--- config.mk ---
export PLATFORM = sky130hd
export DESIGN_NAME = link_reconnect_escalation_core
export DESIGN_NICKNAME = d
export VERILOG_FILES = /design/src/rtl/lre_pkg.sv /design/src/rtl/link_reconnect_escalation_core.sv
export SDC_FILE = /design/constraint.sdc
export NUM_CORES = 1
export LEC_CHECK = 0
export BUFFER_PORTS_ARGS = -buffer_cell sky130_fd_sc_hd__buf_2
export CORE_MARGIN = 4
export CORE_UTILIZATION = 55
export DETAILED_ROUTE_END_ITERATION = 8
export PLACE_DENSITY = 0.78
export REMOVE_ABC_BUFFERS = 1
export SLEW_MARGIN = 15
export SYNTH_ARGS = -nofsm -noshare
export SYNTH_HDL_FRONTEND = slang
export SYNTH_SLANG_ARGS = --single-unit
export TNS_END_PERCENT = 5
--- constraint.sdc ---
create_clock -name clk -period 9.7 [get_ports clk]
set_input_delay 0.97 -clock clk [delete_from_list [all_inputs] [get_ports clk]]
set_output_delay 0.97 -clock clk [all_outputs]
set_load 0.01 [all_outputs]
--- src/rtl/lre_pkg.sv ---
`timescale 1ns / 1ps

package lre_pkg;

  localparam int unsigned OP_W      = 3;
  localparam int unsigned NOTICE_W  = 2;
  localparam int unsigned DELAY_W   = 16;
  localparam int unsigned COUNT_W   = 16;
  localparam int unsigned PERIOD_W  = 7;
  localparam int unsigned SEC_W     = 12;
  localparam int unsigned TIME_W    = 48;
  localparam int unsigned THR_W     = 32;
  localparam int unsigned CFG_IDX_W = 3;
  localparam int unsigned CFG_W     = 16;
  localparam int unsigned BIT_IDX_W = $clog2(COUNT_W);

  localparam logic [OP_W-1:0] OP_START        = 3'd0;
  localparam logic [OP_W-1:0] OP_DISCONNECTED = 3'd1;
  localparam logic [OP_W-1:0] OP_ADDR_LOST    = 3'd2;
  localparam logic [OP_W-1:0] OP_ADDR_GOT     = 3'd3;
  localparam logic [OP_W-1:0] OP_TIMER        = 3'd4;

  localparam logic [NOTICE_W-1:0] NOTICE_NONE = 2'd0;
  localparam logic [NOTICE_W-1:0] NOTICE_DOWN = 2'd1;
  localparam logic [NOTICE_W-1:0] NOTICE_UP   = 2'd2;

  localparam logic [CFG_IDX_W-1:0] REG_SETUP_MODE    = 3'd0;
  localparam logic [CFG_IDX_W-1:0] REG_FAST_LIMIT    = 3'd1;
  localparam logic [CFG_IDX_W-1:0] REG_BOUNCE_PERIOD = 3'd2;
  localparam logic [CFG_IDX_W-1:0] REG_REBOOT_SEC    = 3'd3;
  localparam logic [CFG_IDX_W-1:0] REG_DELAY_FAST    = 3'd4;
  localparam logic [CFG_IDX_W-1:0] REG_DELAY_SLOW    = 3'd5;
  localparam logic [CFG_IDX_W-1:0] REG_DELAY_LONG    = 3'd6;

  localparam logic [PERIOD_W-1:0] RST_FAST_LIMIT    = 7'd5;
  localparam logic [PERIOD_W-1:0] RST_BOUNCE_PERIOD = 7'd20;
  localparam logic [SEC_W-1:0]    RST_REBOOT_SEC    = 12'd600;
  localparam logic [DELAY_W-1:0]  RST_DELAY_FAST    = 16'd1000;
  localparam logic [DELAY_W-1:0]  RST_DELAY_SLOW    = 16'd5000;
  localparam logic [DELAY_W-1:0]  RST_DELAY_LONG    = 16'd10000;

  localparam logic [19:0]      US_PER_SEC     = 20'd1000000;
  localparam logic [THR_W-1:0] RST_REBOOT_THR = THR_W'(600 * 1000000);

  localparam logic [COUNT_W-1:0] COUNT_MAX = '1;

endpackage

--- src/rtl/link_reconnect_escalation_core.sv ---
`timescale 1ns / 1ps
// A request passes through the input register and the result register before its result is valid.
// Throughput: one request per cycle while the result side is not stalled and no phase rebuild runs.
// A write to bounce_period starts a pass that rebuilds the bounce phase one retry-count bit at a
// time (a zero period ends it at its first step); in_stall is high during it.
// Reset (rst, synchronous): registers at their defaults, retry count, phase and
// down time cleared, pipeline empty.
module link_reconnect_escalation_core (
  input  logic                               clk,
  input  logic                               rst,
  input  logic                               cfg_we,
  input  logic [lre_pkg::CFG_IDX_W-1:0]      cfg_index,
  input  logic [lre_pkg::CFG_W-1:0]          cfg_data,
  input  logic                               in_valid,
  output logic                               in_stall,
  input  logic [lre_pkg::OP_W-1:0]           operation,
  input  logic                               connect_ok,
  input  logic [lre_pkg::TIME_W-1:0]         now_us,
  output logic                               out_valid,
  input  logic                               out_stall,
  output logic [lre_pkg::NOTICE_W-1:0]       network_notice,
  output logic                               disconnect_first,
  output logic                               do_connect,
  output logic                               bounce_driver,
  output logic                               reboot,
  output logic                               schedule_retry,
  output logic [lre_pkg::DELAY_W-1:0]        retry_delay_ms,
  output logic [lre_pkg::COUNT_W-1:0]        retry_count
);

  // configuration
  logic                              setup_mode;
  logic [lre_pkg::PERIOD_W-1:0]      fast_retry_limit;
  logic [lre_pkg::PERIOD_W-1:0]      bounce_period;
  logic [lre_pkg::THR_W-1:0]         reboot_thr_us;
  logic [lre_pkg::DELAY_W-1:0]       delay_fast_ms;
  logic [lre_pkg::DELAY_W-1:0]       delay_slow_ms;
  logic [lre_pkg::DELAY_W-1:0]       delay_long_ms;

  // state
  logic [lre_pkg::COUNT_W-1:0]       retries;
  logic [lre_pkg::PERIOD_W-1:0]      bounce_phase;
  logic [lre_pkg::TIME_W-1:0]        down_since_us;

  // phase rebuild
  logic                              busy;
  logic [lre_pkg::BIT_IDX_W-1:0]     bit_idx;
  logic [lre_pkg::PERIOD_W:0]        rem;
  logic [lre_pkg::PERIOD_W:0]        rem_shift;
  logic [lre_pkg::PERIOD_W:0]        rem_next;

  // input register
  logic                              s1_valid;
  logic [lre_pkg::OP_W-1:0]          s1_op;
  logic                              s1_ok;
  logic [lre_pkg::TIME_W-1:0]        s1_now;

  logic adv2;
  logic adv1;
  logic fire2;

  // step logic
  logic [lre_pkg::NOTICE_W-1:0]      notice_next;
  logic                              disc_next;
  logic                              conn_next;
  logic                              bounce_next;
  logic                              rb_next;
  logic                              sched_next;
  logic [lre_pkg::DELAY_W-1:0]       delay_next;
  logic [lre_pkg::COUNT_W-1:0]       retries_next;
  logic [lre_pkg::PERIOD_W-1:0]      phase_next;
  logic [lre_pkg::TIME_W-1:0]        down_next;

  logic                              bump;
  logic                              can_bump;
  logic [lre_pkg::COUNT_W-1:0]       retries_inc;
  logic [lre_pkg::PERIOD_W-1:0]      phase_inc;
  logic [lre_pkg::TIME_W-1:0]        down_marked;
  logic [lre_pkg::TIME_W-1:0]        elapsed;
  logic                              reboot_due;
  logic                              bounce_due;
  logic [lre_pkg::DELAY_W-1:0]       tier_delay;

  assign adv2     = !out_valid || !out_stall;
  assign adv1     = !s1_valid || adv2;
  assign fire2    = s1_valid && adv2;
  assign in_stall = busy || !adv1;

  assign rem_shift = {rem[lre_pkg::PERIOD_W-1:0], retries[bit_idx]};
  assign rem_next  = (rem_shift >= {1'b0, bounce_period})
                   ? rem_shift - {1'b0, bounce_period} : rem_shift;

  always_comb begin
    can_bump    = retries != lre_pkg::COUNT_MAX;
    retries_inc = retries + lre_pkg::COUNT_W'(1);
    if (bounce_period == '0) begin
      phase_inc = '0;
    end else if (bounce_phase + lre_pkg::PERIOD_W'(1) == bounce_period) begin
      phase_inc = '0;
    end else begin
      phase_inc = bounce_phase + lre_pkg::PERIOD_W'(1);
    end
    down_marked = (down_since_us == '0) ? s1_now : down_since_us;
    elapsed     = s1_now - down_since_us;
    reboot_due  = (down_since_us != '0) && (s1_now >= down_since_us)
               && (elapsed >= {{(lre_pkg::TIME_W-lre_pkg::THR_W){1'b0}}, reboot_thr_us});
    bounce_due  = (retries != '0) && (bounce_period != '0) && (bounce_phase == '0);

    notice_next  = lre_pkg::NOTICE_NONE;
    disc_next    = 1'b0;
    conn_next    = 1'b0;
    bounce_next  = 1'b0;
    rb_next      = 1'b0;
    sched_next   = 1'b0;
    bump         = 1'b0;
    retries_next = retries;
    phase_next   = bounce_phase;
    down_next    = down_since_us;

    case (s1_op)
      lre_pkg::OP_START: begin
        conn_next  = 1'b1;
        sched_next = !s1_ok;
      end
      lre_pkg::OP_DISCONNECTED: begin
        notice_next = lre_pkg::NOTICE_DOWN;
        down_next   = down_marked;
        bump        = 1'b1;
        sched_next  = 1'b1;
      end
      lre_pkg::OP_ADDR_LOST: begin
        notice_next = lre_pkg::NOTICE_DOWN;
        down_next   = down_marked;
        disc_next   = 1'b1;
        sched_next  = 1'b1;
      end
      lre_pkg::OP_ADDR_GOT: begin
        notice_next  = lre_pkg::NOTICE_UP;
        retries_next = '0;
        phase_next   = '0;
        down_next    = '0;
      end
      lre_pkg::OP_TIMER: begin
        if (!setup_mode) begin
          if (reboot_due) begin
            rb_next = 1'b1;
          end else if (bounce_due) begin
            bounce_next = 1'b1;
          end else begin
            disc_next  = retries > {{(lre_pkg::COUNT_W-lre_pkg::PERIOD_W){1'b0}},
                                    fast_retry_limit};
            conn_next  = 1'b1;
            bump       = !s1_ok;
            sched_next = !s1_ok;
          end
        end
      end
      default: begin
      end
    endcase

    if (bump && can_bump) begin
      retries_next = retries_inc;
      phase_next   = phase_inc;
    end

    // tier uses the count after this event
    if (retries_next < {{(lre_pkg::COUNT_W-lre_pkg::PERIOD_W){1'b0}}, fast_retry_limit}) begin
      tier_delay = delay_fast_ms;
    end else if (retries_next <
                 {{(lre_pkg::COUNT_W-lre_pkg::PERIOD_W){1'b0}}, bounce_period}) begin
      tier_delay = delay_slow_ms;
    end else begin
      tier_delay = delay_long_ms;
    end

    if (!sched_next) begin
      delay_next = '0;
    end else if (s1_op == lre_pkg::OP_START || s1_op == lre_pkg::OP_ADDR_LOST) begin
      delay_next = delay_fast_ms;
    end else begin
      delay_next = tier_delay;
    end
  end

  always_ff @(posedge clk) begin
    if (rst) begin
      setup_mode       <= 1'b0;
      fast_retry_limit <= lre_pkg::RST_FAST_LIMIT;
      bounce_period    <= lre_pkg::RST_BOUNCE_PERIOD;
      reboot_thr_us    <= lre_pkg::RST_REBOOT_THR;
      delay_fast_ms    <= lre_pkg::RST_DELAY_FAST;
      delay_slow_ms    <= lre_pkg::RST_DELAY_SLOW;
      delay_long_ms    <= lre_pkg::RST_DELAY_LONG;
      busy             <= 1'b0;
      bit_idx          <= '0;
      rem              <= '0;
      retries          <= '0;
      bounce_phase     <= '0;
      down_since_us    <= '0;
      s1_valid         <= 1'b0;
      out_valid        <= 1'b0;
    end else begin
      if (cfg_we) begin
        case (cfg_index)
          lre_pkg::REG_SETUP_MODE:    setup_mode       <= cfg_data[0];
          lre_pkg::REG_FAST_LIMIT:    fast_retry_limit <= cfg_data[lre_pkg::PERIOD_W-1:0];
          lre_pkg::REG_BOUNCE_PERIOD: bounce_period    <= cfg_data[lre_pkg::PERIOD_W-1:0];
          lre_pkg::REG_REBOOT_SEC:    reboot_thr_us    <= lre_pkg::THR_W'(
                                        cfg_data[lre_pkg::SEC_W-1:0] * lre_pkg::US_PER_SEC);
          lre_pkg::REG_DELAY_FAST:    delay_fast_ms    <= cfg_data;
          lre_pkg::REG_DELAY_SLOW:    delay_slow_ms    <= cfg_data;
          lre_pkg::REG_DELAY_LONG:    delay_long_ms    <= cfg_data;
          default: begin
          end
        endcase
      end

      // rebuild phase = retries mod period, one bit per cycle, msb first
      if (cfg_we && cfg_index == lre_pkg::REG_BOUNCE_PERIOD) begin
        busy    <= 1'b1;
        bit_idx <= lre_pkg::BIT_IDX_W'(lre_pkg::COUNT_W - 1);
        rem     <= '0;
      end else if (busy) begin
        if (bounce_period == '0) begin
          busy         <= 1'b0;
          bounce_phase <= '0;
        end else if (bit_idx == '0) begin
          busy         <= 1'b0;
          bounce_phase <= rem_next[lre_pkg::PERIOD_W-1:0];
        end else begin
          bit_idx <= bit_idx - lre_pkg::BIT_IDX_W'(1);
          rem     <= rem_next;
        end
      end

      if (adv1) begin
        s1_valid <= in_valid && !busy;
      end
      if (adv2) begin
        out_valid <= s1_valid;
      end
      if (fire2) begin
        retries       <= retries_next;
        bounce_phase  <= phase_next;
        down_since_us <= down_next;
      end
    end
  end

  always_ff @(posedge clk) begin
    if (adv1) begin
      s1_op  <= operation;
      s1_ok  <= connect_ok;
      s1_now <= now_us;
    end
    if (fire2) begin
      network_notice   <= notice_next;
      disconnect_first <= disc_next;
      do_connect       <= conn_next;
      bounce_driver    <= bounce_next;
      reboot           <= rb_next;
      schedule_retry   <= sched_next;
      retry_delay_ms   <= delay_next;
      retry_count      <= retries_next;
    end
  end

  a_busy_stalls: assert property (@(posedge clk) disable iff (rst)
    busy |-> in_stall)
    else $error("request taken during phase rebuild");

  a_phase_range: assert property (@(posedge clk) disable iff (rst)
    !busy && bounce_period != '0 |-> bounce_phase < bounce_period)
    else $error("bounce phase out of range");

  a_phase_zero: assert property (@(posedge clk) disable iff (rst)
    !busy && bounce_period == '0 |-> bounce_phase == '0)
    else $error("bounce phase nonzero with zero period");

  a_count_match: assert property (@(posedge clk) disable iff (rst)
    out_valid |-> retry_count == retries)
    else $error("result count differs from state");

  a_up_clears: assert property (@(posedge clk) disable iff (rst)
    out_valid && network_notice == lre_pkg::NOTICE_UP |-> down_since_us == '0)
    else $error("link up with down time latched");

  a_reboot_alone: assert property (@(posedge clk) disable iff (rst)
    out_valid && reboot |-> !schedule_retry && !do_connect && !bounce_driver)
    else $error("reboot combined with other actions");

endmodule
# Word-level counts from Yosys, hierarchy flattened

Cells that the tools add are included.

$add $sub $neg: 5
Multiply operators: 1
Magnitude comparators: 7
Equality and inequality tests: 17
Mux-type cells: 43
Bitwise logic cells: 3
Reduce and logical (&&, ||, !) cells: 46

Operator list:

| operator               | count |
|---|---|
| $pmux 48 s2            | 1 |
| $mux 16                | 5 |
| $mux 7                 | 10 |
| $ge 48x32->1           | 1 |
| $ge 48x48->1           | 1 |
| $logic_not 48->1       | 1 |
| $mux 48                | 1 |
| $reduce_bool 48->1     | 1 |
| $sub 48x48->48         | 1 |
| $lt 16x7->1            | 2 |
| $mul 12x14->26 const B | 1 |
| $add 16x1->16 const B  | 1 |
| $gt 16x7->1            | 1 |
| $mux 1                 | 16 |
| $mux 4                 | 4 |
| $ne 16x16->1 const B   | 1 |
| $reduce_bool 16->1     | 1 |
| $logic_not 7->1        | 2 |
| $reduce_and 2->1       | 7 |
| $eq 3x2->1 const B     | 4 |
| $eq 3x3->1 const B     | 4 |
| $reduce_and 3->1       | 3 |
| $ge 8x7->1             | 1 |
| $logic_and 1x1->1      | 8 |
| other kinds (24)       | 44 |

Register bits after elaboration: 265
Input bits: 76
Output and inout port bits: 41
Logic and storage cells: 148

# Longest topological paths before layout

Depth after elaboration: 13
Gate-level depth with buffers: 35
Depth with buffers taken out: 33

# Least setup slack after synthesis

OpenSTA, ideal clock, no wires.

Kind: register to register
Start point: reg s1_now[6] (netlist bit)
End point: reg retry_delay_ms[10] (netlist bit) (data pin)
Setup time: 0.268 ns
Data arrival time: 6.538 ns
Path slack: 2.894 ns
Cell stages (with the launch flop): 33
Path buffers: 2
Path through: edfxtp_1 > ha_1 > buf_2 > o21a_1 > o211ai_1 > a31o_2 > a21oi_1 > a21oi_1 > nand2_1 > a21oi_1 > o31a_1 > o21ai_0 > xor2_1 > ha_1 > nand4_1 > a21oi_1 > a211oi_1 > o2111a_1 > o221ai_1 > a2111oi_0 > nand4_1 > nor3_2 > o21ai_2 > and2_1 > o31ai_1 > ha_1 > a211o_1 > o221a_2 > a211oi_1 > nand3_2 > buf_2 > mux2i_1 > o22ai_2

Word-level cells in the longest chain between the ends: 12
Elaborated cells between the ends (all ways): 16
Those cells by class: add/sub: 1; order compare: 4; mux: 8; reduce/logical: 3

Ends and longest elaborated chain:

| item                                              | line                                                                         | source |
|---|---|---|
| from (decl)                                       | link_reconnect_escalation_core.sv:56                                         | `logic [lre_pkg::TIME_W-1:0] s1_now;` |
| from (signal assigned)                            | link_reconnect_escalation_core.sv:255                                        | `s1_now <= now_us;` |
| $sub 48x48->48 or $ge 48x48->1 (tied branches)    | link_reconnect_escalation_core.sv:104, link_reconnect_escalation_core.sv:105 |  |
| $ge 48x32->1 or $logic_and 1x1->1 (tied branches) | link_reconnect_escalation_core.sv:106, link_reconnect_escalation_core.sv:105 |  |
| $logic_and 1x1->1 *                               | link_reconnect_escalation_core.sv:106                                        | `&& (elapsed >= {{(lre_pkg::TIME_W-lre_pkg::THR_W){1'b0}}, reboot_thr_us});` |
| $mux 1 *                                          | link_reconnect_escalation_core.sv:145                                        | `if (reboot_due) begin` |
| $mux 1 *                                          | link_reconnect_escalation_core.sv:144                                        | `if (!setup_mode) begin` |
| $pmux 1 s2 *                                      | link_reconnect_escalation_core.sv:120                                        | `case (s1_op)` |
| $logic_and 1x1->1 *                               | link_reconnect_escalation_core.sv:162                                        | `if (bump && can_bump) begin` |
| $mux 16 *                                         | link_reconnect_escalation_core.sv:162                                        |  |
| named net retries_next, one bit                   | link_reconnect_escalation_core.sv:70                                         | `logic [lre_pkg::COUNT_W-1:0] retries_next;` |
| $lt 16x7->1                                       | link_reconnect_escalation_core.sv:170                                        | `end else if (retries_next <` |
| $mux 16                                           | link_reconnect_escalation_core.sv:170                                        |  |
| $mux 16 *                                         | link_reconnect_escalation_core.sv:168                                        | `if (retries_next < {{(lre_pkg::COUNT_W-lre_pkg::PERIOD_W){1'b0}}, fast_retry_limit}) begin` |
| $mux 16 *                                         | link_reconnect_escalation_core.sv:179                                        | `end else if (s1_op == lre_pkg::OP_START \|\| s1_op == lre_pkg::OP_ADDR_LOST) begin` |
| to (signal assigned)                              | link_reconnect_escalation_core.sv:264                                        | `retry_delay_ms <= delay_next;` |
| to (decl)                                         | link_reconnect_escalation_core.sv:27                                         | `output logic [lre_pkg::DELAY_W-1:0] retry_delay_ms,` |

Mark *: on every way through the listed nets, which the timed path passes. The rest lies on a longest branch.
A chain may end at the register's enable or synchronous reset.

# Worst setup path in the final report

Start point: reg s1_now[6] (netlist bit)
End point: reg retry_delay_ms[0] (netlist bit) (data pin)

The elaborated chain is that of the path after synthesis.

==> out/qor.tcl <==
set qor(status) {complete, no violations}
set qor(initial_utilization_pct) 56.3
set qor(drt_pre_antenna_iters) 5
set qor(slew_violations) 0
set qor(cts-root-buf) {sky130_fd_sc_hd__clkbuf_16}
set qor(mostFrequentLayoutCell) {sky130_fd_sc_hd__nand2_1}
set qor(post_cts_hold_buffer_count) 0
set qor(cap_viol_max_count) 0
set qor(p_total_mw) 3.29
set qor(post_route_cells_drive_above_1_share_pct) 9.53
set qor(cts_repair_resize_count) 0
set qor(layout_common_cells) {sky130_fd_sc_hd__nand2_1, sky130_fd_sc_hd__a21oi_1, sky130_fd_sc_hd__inv_1}
set qor(worstSkewPairLatency_ns) 0.56
set qor(grt_ovf) 0
set qor(clock_tree_from_tritoncts) {done}
set qor(detail_route.wl_per_cell_um) 17.6
set qor(grt_first_pass_wirelength_um) 74700
set qor(synth.avg_cell_area_sq_um) 8.57
set qor(cts.sinks) 265
set qor(die_area_sq_mm) 0.0355
set qor(routed_wirelength_um) 45700
set qor(hold_path_end) {delay_fast_ms[11]$_SDFFE_PP0P_}
set qor(critPathRequiredTime_ns) 9.96
set qor(synth.yosys.seq_area_share_pct) 34.7
set qor(min-delay-path-class) {reg2reg}
set qor(crit_path_top_delay_cell) {sky130_fd_sc_hd__o21ai_2}
set qor(drt_first_iter_violations) 1027
set qor(powerDensity_mw_per_mm2) 168
set qor(critical_path_s_largest_stage_delay_ns) 0.83
set qor(final_period_minus_worst_setup_slack_ns) 8.38
set qor(worstReg2RegStart) {s1_now[6]$_DFFE_PN_}
set qor(routed-via-count) 15300
set qor(tns_ns) 0
set qor(critical_path_class) {reg2reg}
set qor(cp_common_cell) {sky130_fd_sc_hd__a21oi_1}
set qor(power_report.internal_total_mw) 2.19
set qor(io_pins) 117
set qor(asyncSetResetFlopFracSynth_pct) 0
set qor(routabilityCongestion) 0.992
set qor(design_area_sq_mm) 0.0196
set qor(groute.usage.overall_pct) 25.1
set qor(synth_enable_flop_cells) 91
set qor(timing.rr.end) {retry_delay_ms[0]$_SDFFCE_PN0P_}
set qor(antenna_found_initial) 0
set qor(grt_pass1_vias) 14900
set qor(timing.max_slew.rel_slack_pct) 27.7
set qor(die_height_um) 188
set qor(ys_types) 81
set qor(max-clock-path-buffers) 3
set qor(end_kind) {flip-flop}
set qor(syn_to_final_growth_pct) 9.47
set qor(dpl_cell_area_sq_mm) 0.0188
set qor(vdd.ir_drop.worst_v) 0.000151
set qor(finalCritPeriodShare_pct) 86.4
set qor(layout.nets) 2450
set qor(reg2reg_depth) 29
set qor(syn-cell-area_sq_mm) 0.0179
set qor(final_hold_viol_count) 0
set qor(post_synth_inst_count) 2088
set qor(tightest_slew_ns) 1.08
set qor(reg2reg_slack_ns) 1.32
set qor(switching_share_pct) 33.5
set qor(drc_errors) 0
set qor(ant_cells) 0
set qor(report.final.setup_viol) 0
set qor(power.sequential.fraction_pct) 37.6
set qor(share_comb_of_total_power_pct) 32.4
set qor(clk_pin_slew_ns) 0.06
set qor(rsz0062_at_grt) {no}
set qor(timing.hold.worst.start) {delay_fast_ms[11]$_SDFFE_PP0P_}
set qor(yosys_warnings) 0
set qor(setup.worst_path.start_class) {flip-flop}
set qor(crit_arrival_ns) 8.63
set qor(detail_route.vias_per_cell) 5.87
set qor(core_area_sq_mm) 0.0318
set qor(placement.io_buffers) 116
set qor(cts_max_level) 1
set qor(postCtsSetupRepairBufs) 0
set qor(flops_latches_synth) 265
set qor(timing.hold.worst_path_depth) 2
set qor(timing.critical_path.fanout_max) 16
set qor(die_width_um) 188
set qor(power.clock.fraction_pct) 30.0
set qor(numCtsBuffers) 27
set qor(ys.flop_type) {sky130_fd_sc_hd__dfxtp_1}
set qor(clock.fmax_mhz) 119
set qor(route.antenna.remaining_nets) 0
set qor(p_sw_mw) 1.10
set qor(power_leakage_nw) 8.12
set qor(grt_start_max_net_pins) 79
set qor(std_cell_rows) 65
set qor(clock_skew_ns) 0.0216
set qor(detailedPlacementHpwl_um) 34600
==> state kept, by name, summed over array words and instances, names as in the netlist, 3 cells and up <==
name	flops
retry_delay_ms	16
s1_op	3
bit_idx	4
retry_count	16
rem	7
reboot_thr_us	26
fast_retry_limit	7
delay_slow_ms	16
delay_long_ms	16
retries	16
bounce_phase	7
bounce_period	7
delay_fast_ms	16
s1_now	48
down_since_us	48
==> worst max path at each step <==
| stage | cells past startpoint | slack [ns] | end | from |
|---|---|---|---|---|
| 6_report | 29 | 1.32 | retry_delay_ms[0]$_SDFFCE_PN0P_ | s1_now[6]$_DFFE_PN_ |
| 3_3_place_gp | 29 | 1.60 | retry_delay_ms[2]$_SDFFCE_PN0P_ | s1_now[5]$_DFFE_PN_ |
| 2_1_floorplan | 29 | 2.86 | retry_delay_ms[0]$_SDFFCE_PN0P_ | s1_now[5]$_DFFE_PN_ |
| 5_1_grt | 31 | 0.86 | retry_delay_ms[5]$_SDFFCE_PN0P_ | down_since_us[1]$_SDFFE_PP0P_ |
| 4_1_cts | 29 | 1.41 | retry_delay_ms[0]$_SDFFCE_PN0P_ | s1_now[6]$_DFFE_PN_ |
| 3_5_place_dp | 29 | 1.46 | retry_delay_ms[0]$_SDFFCE_PN0P_ | s1_now[6]$_DFFE_PN_ |
==> critical path, delay by kind of cell (launching register included) <==
kind | cells | cell delay, ns
XOR/XNOR | 1 | 0.21
AND/OR/NAND/NOR | 5 | 1.08
AO/OA/AOI/OAI | 20 | 5.31
flip-flops | 1 | 0.40
adder cells (fa/ha/maj) | 3 | 1.08
==> area by class of cell <==
| cell class | instances | area [sq um] |
|---|---|---|
| timing repair buffer | 127 | 666 |
| clock inverter | 11 | 70.1 |
| fill | 2740 | 12200 |
| clock buffer | 39 | 771 |
| inverter | 201 | 754 |
| multi-input combinational | 1528 | 10600 |
| tap | 435 | 544 |
| sequential | 265 | 6220 |
==> metrics by stage <==
step | instances | worst slack (ns) | hold WS (ns) | util [%]
after global placement | 2556 | 1.60 | 0.441 | 59.0
after floorplan | 1994 | 2.86 | 0.426 | -
after CTS | 2606 | 1.41 | 0.457 | 61.6
after detailed placement | 2556 | 1.46 | 0.446 | 59.0
after global routing | 2606 | 0.860 | 0.471 | 61.6
final | 2606 | 1.32 | 0.455 | 61.6
==> layer usage <==
layer,global-route usage (%),wire length (um),share of wire [%],up-vias
li1,-,-,-,7498
met1,33.1,20000,44,7278
met2,43.4,22000,48,443
met3,3.30,2470,5.4,78
met4,7.01,1330,2.9,0
met5,0,0,0,-
==> synth_stat cells (all sizes together), types with 35 or more instances <==
cell    count  share of area [%]
o21ai      75                2.2
nor2      120                2.5
xnor2      47                2.3
ha        188                 13
clkbuf     77                1.6
nor3       46                1.3
nand3      89                2.5
nand2     288                6.0
fa         36                4.0
inv       201                4.2
dfxtp     174                 19
mux2i      38                2.1
a21oi     211                5.9
edfxtp     91                 15
nand4      35                1.2
==> kinds of logic after synthesis <==
family          Yosys count  share of synthesized area [%]
fa+ha+maj               224                           17.2
flops                   265                           34.7
buf+inv                 295                           6.32
xor+xnor                 75                           3.67
compound gates          503                           18.0
simple gates            683                           17.6
mux                      43                           2.56
==> power groups by stage <==
stage,logic (mW),clock network [mW],registers [mW]
after floorplan,0.773,0,1.25
after global placement,1.03,0,1.26
after detailed placement,1.06,0,1.26
after CTS,1.07,1.01,1.24
after global routing,1.20,1.05,1.24
final,1.07,0.988,1.24
Power figures use the tool's default switching activity.
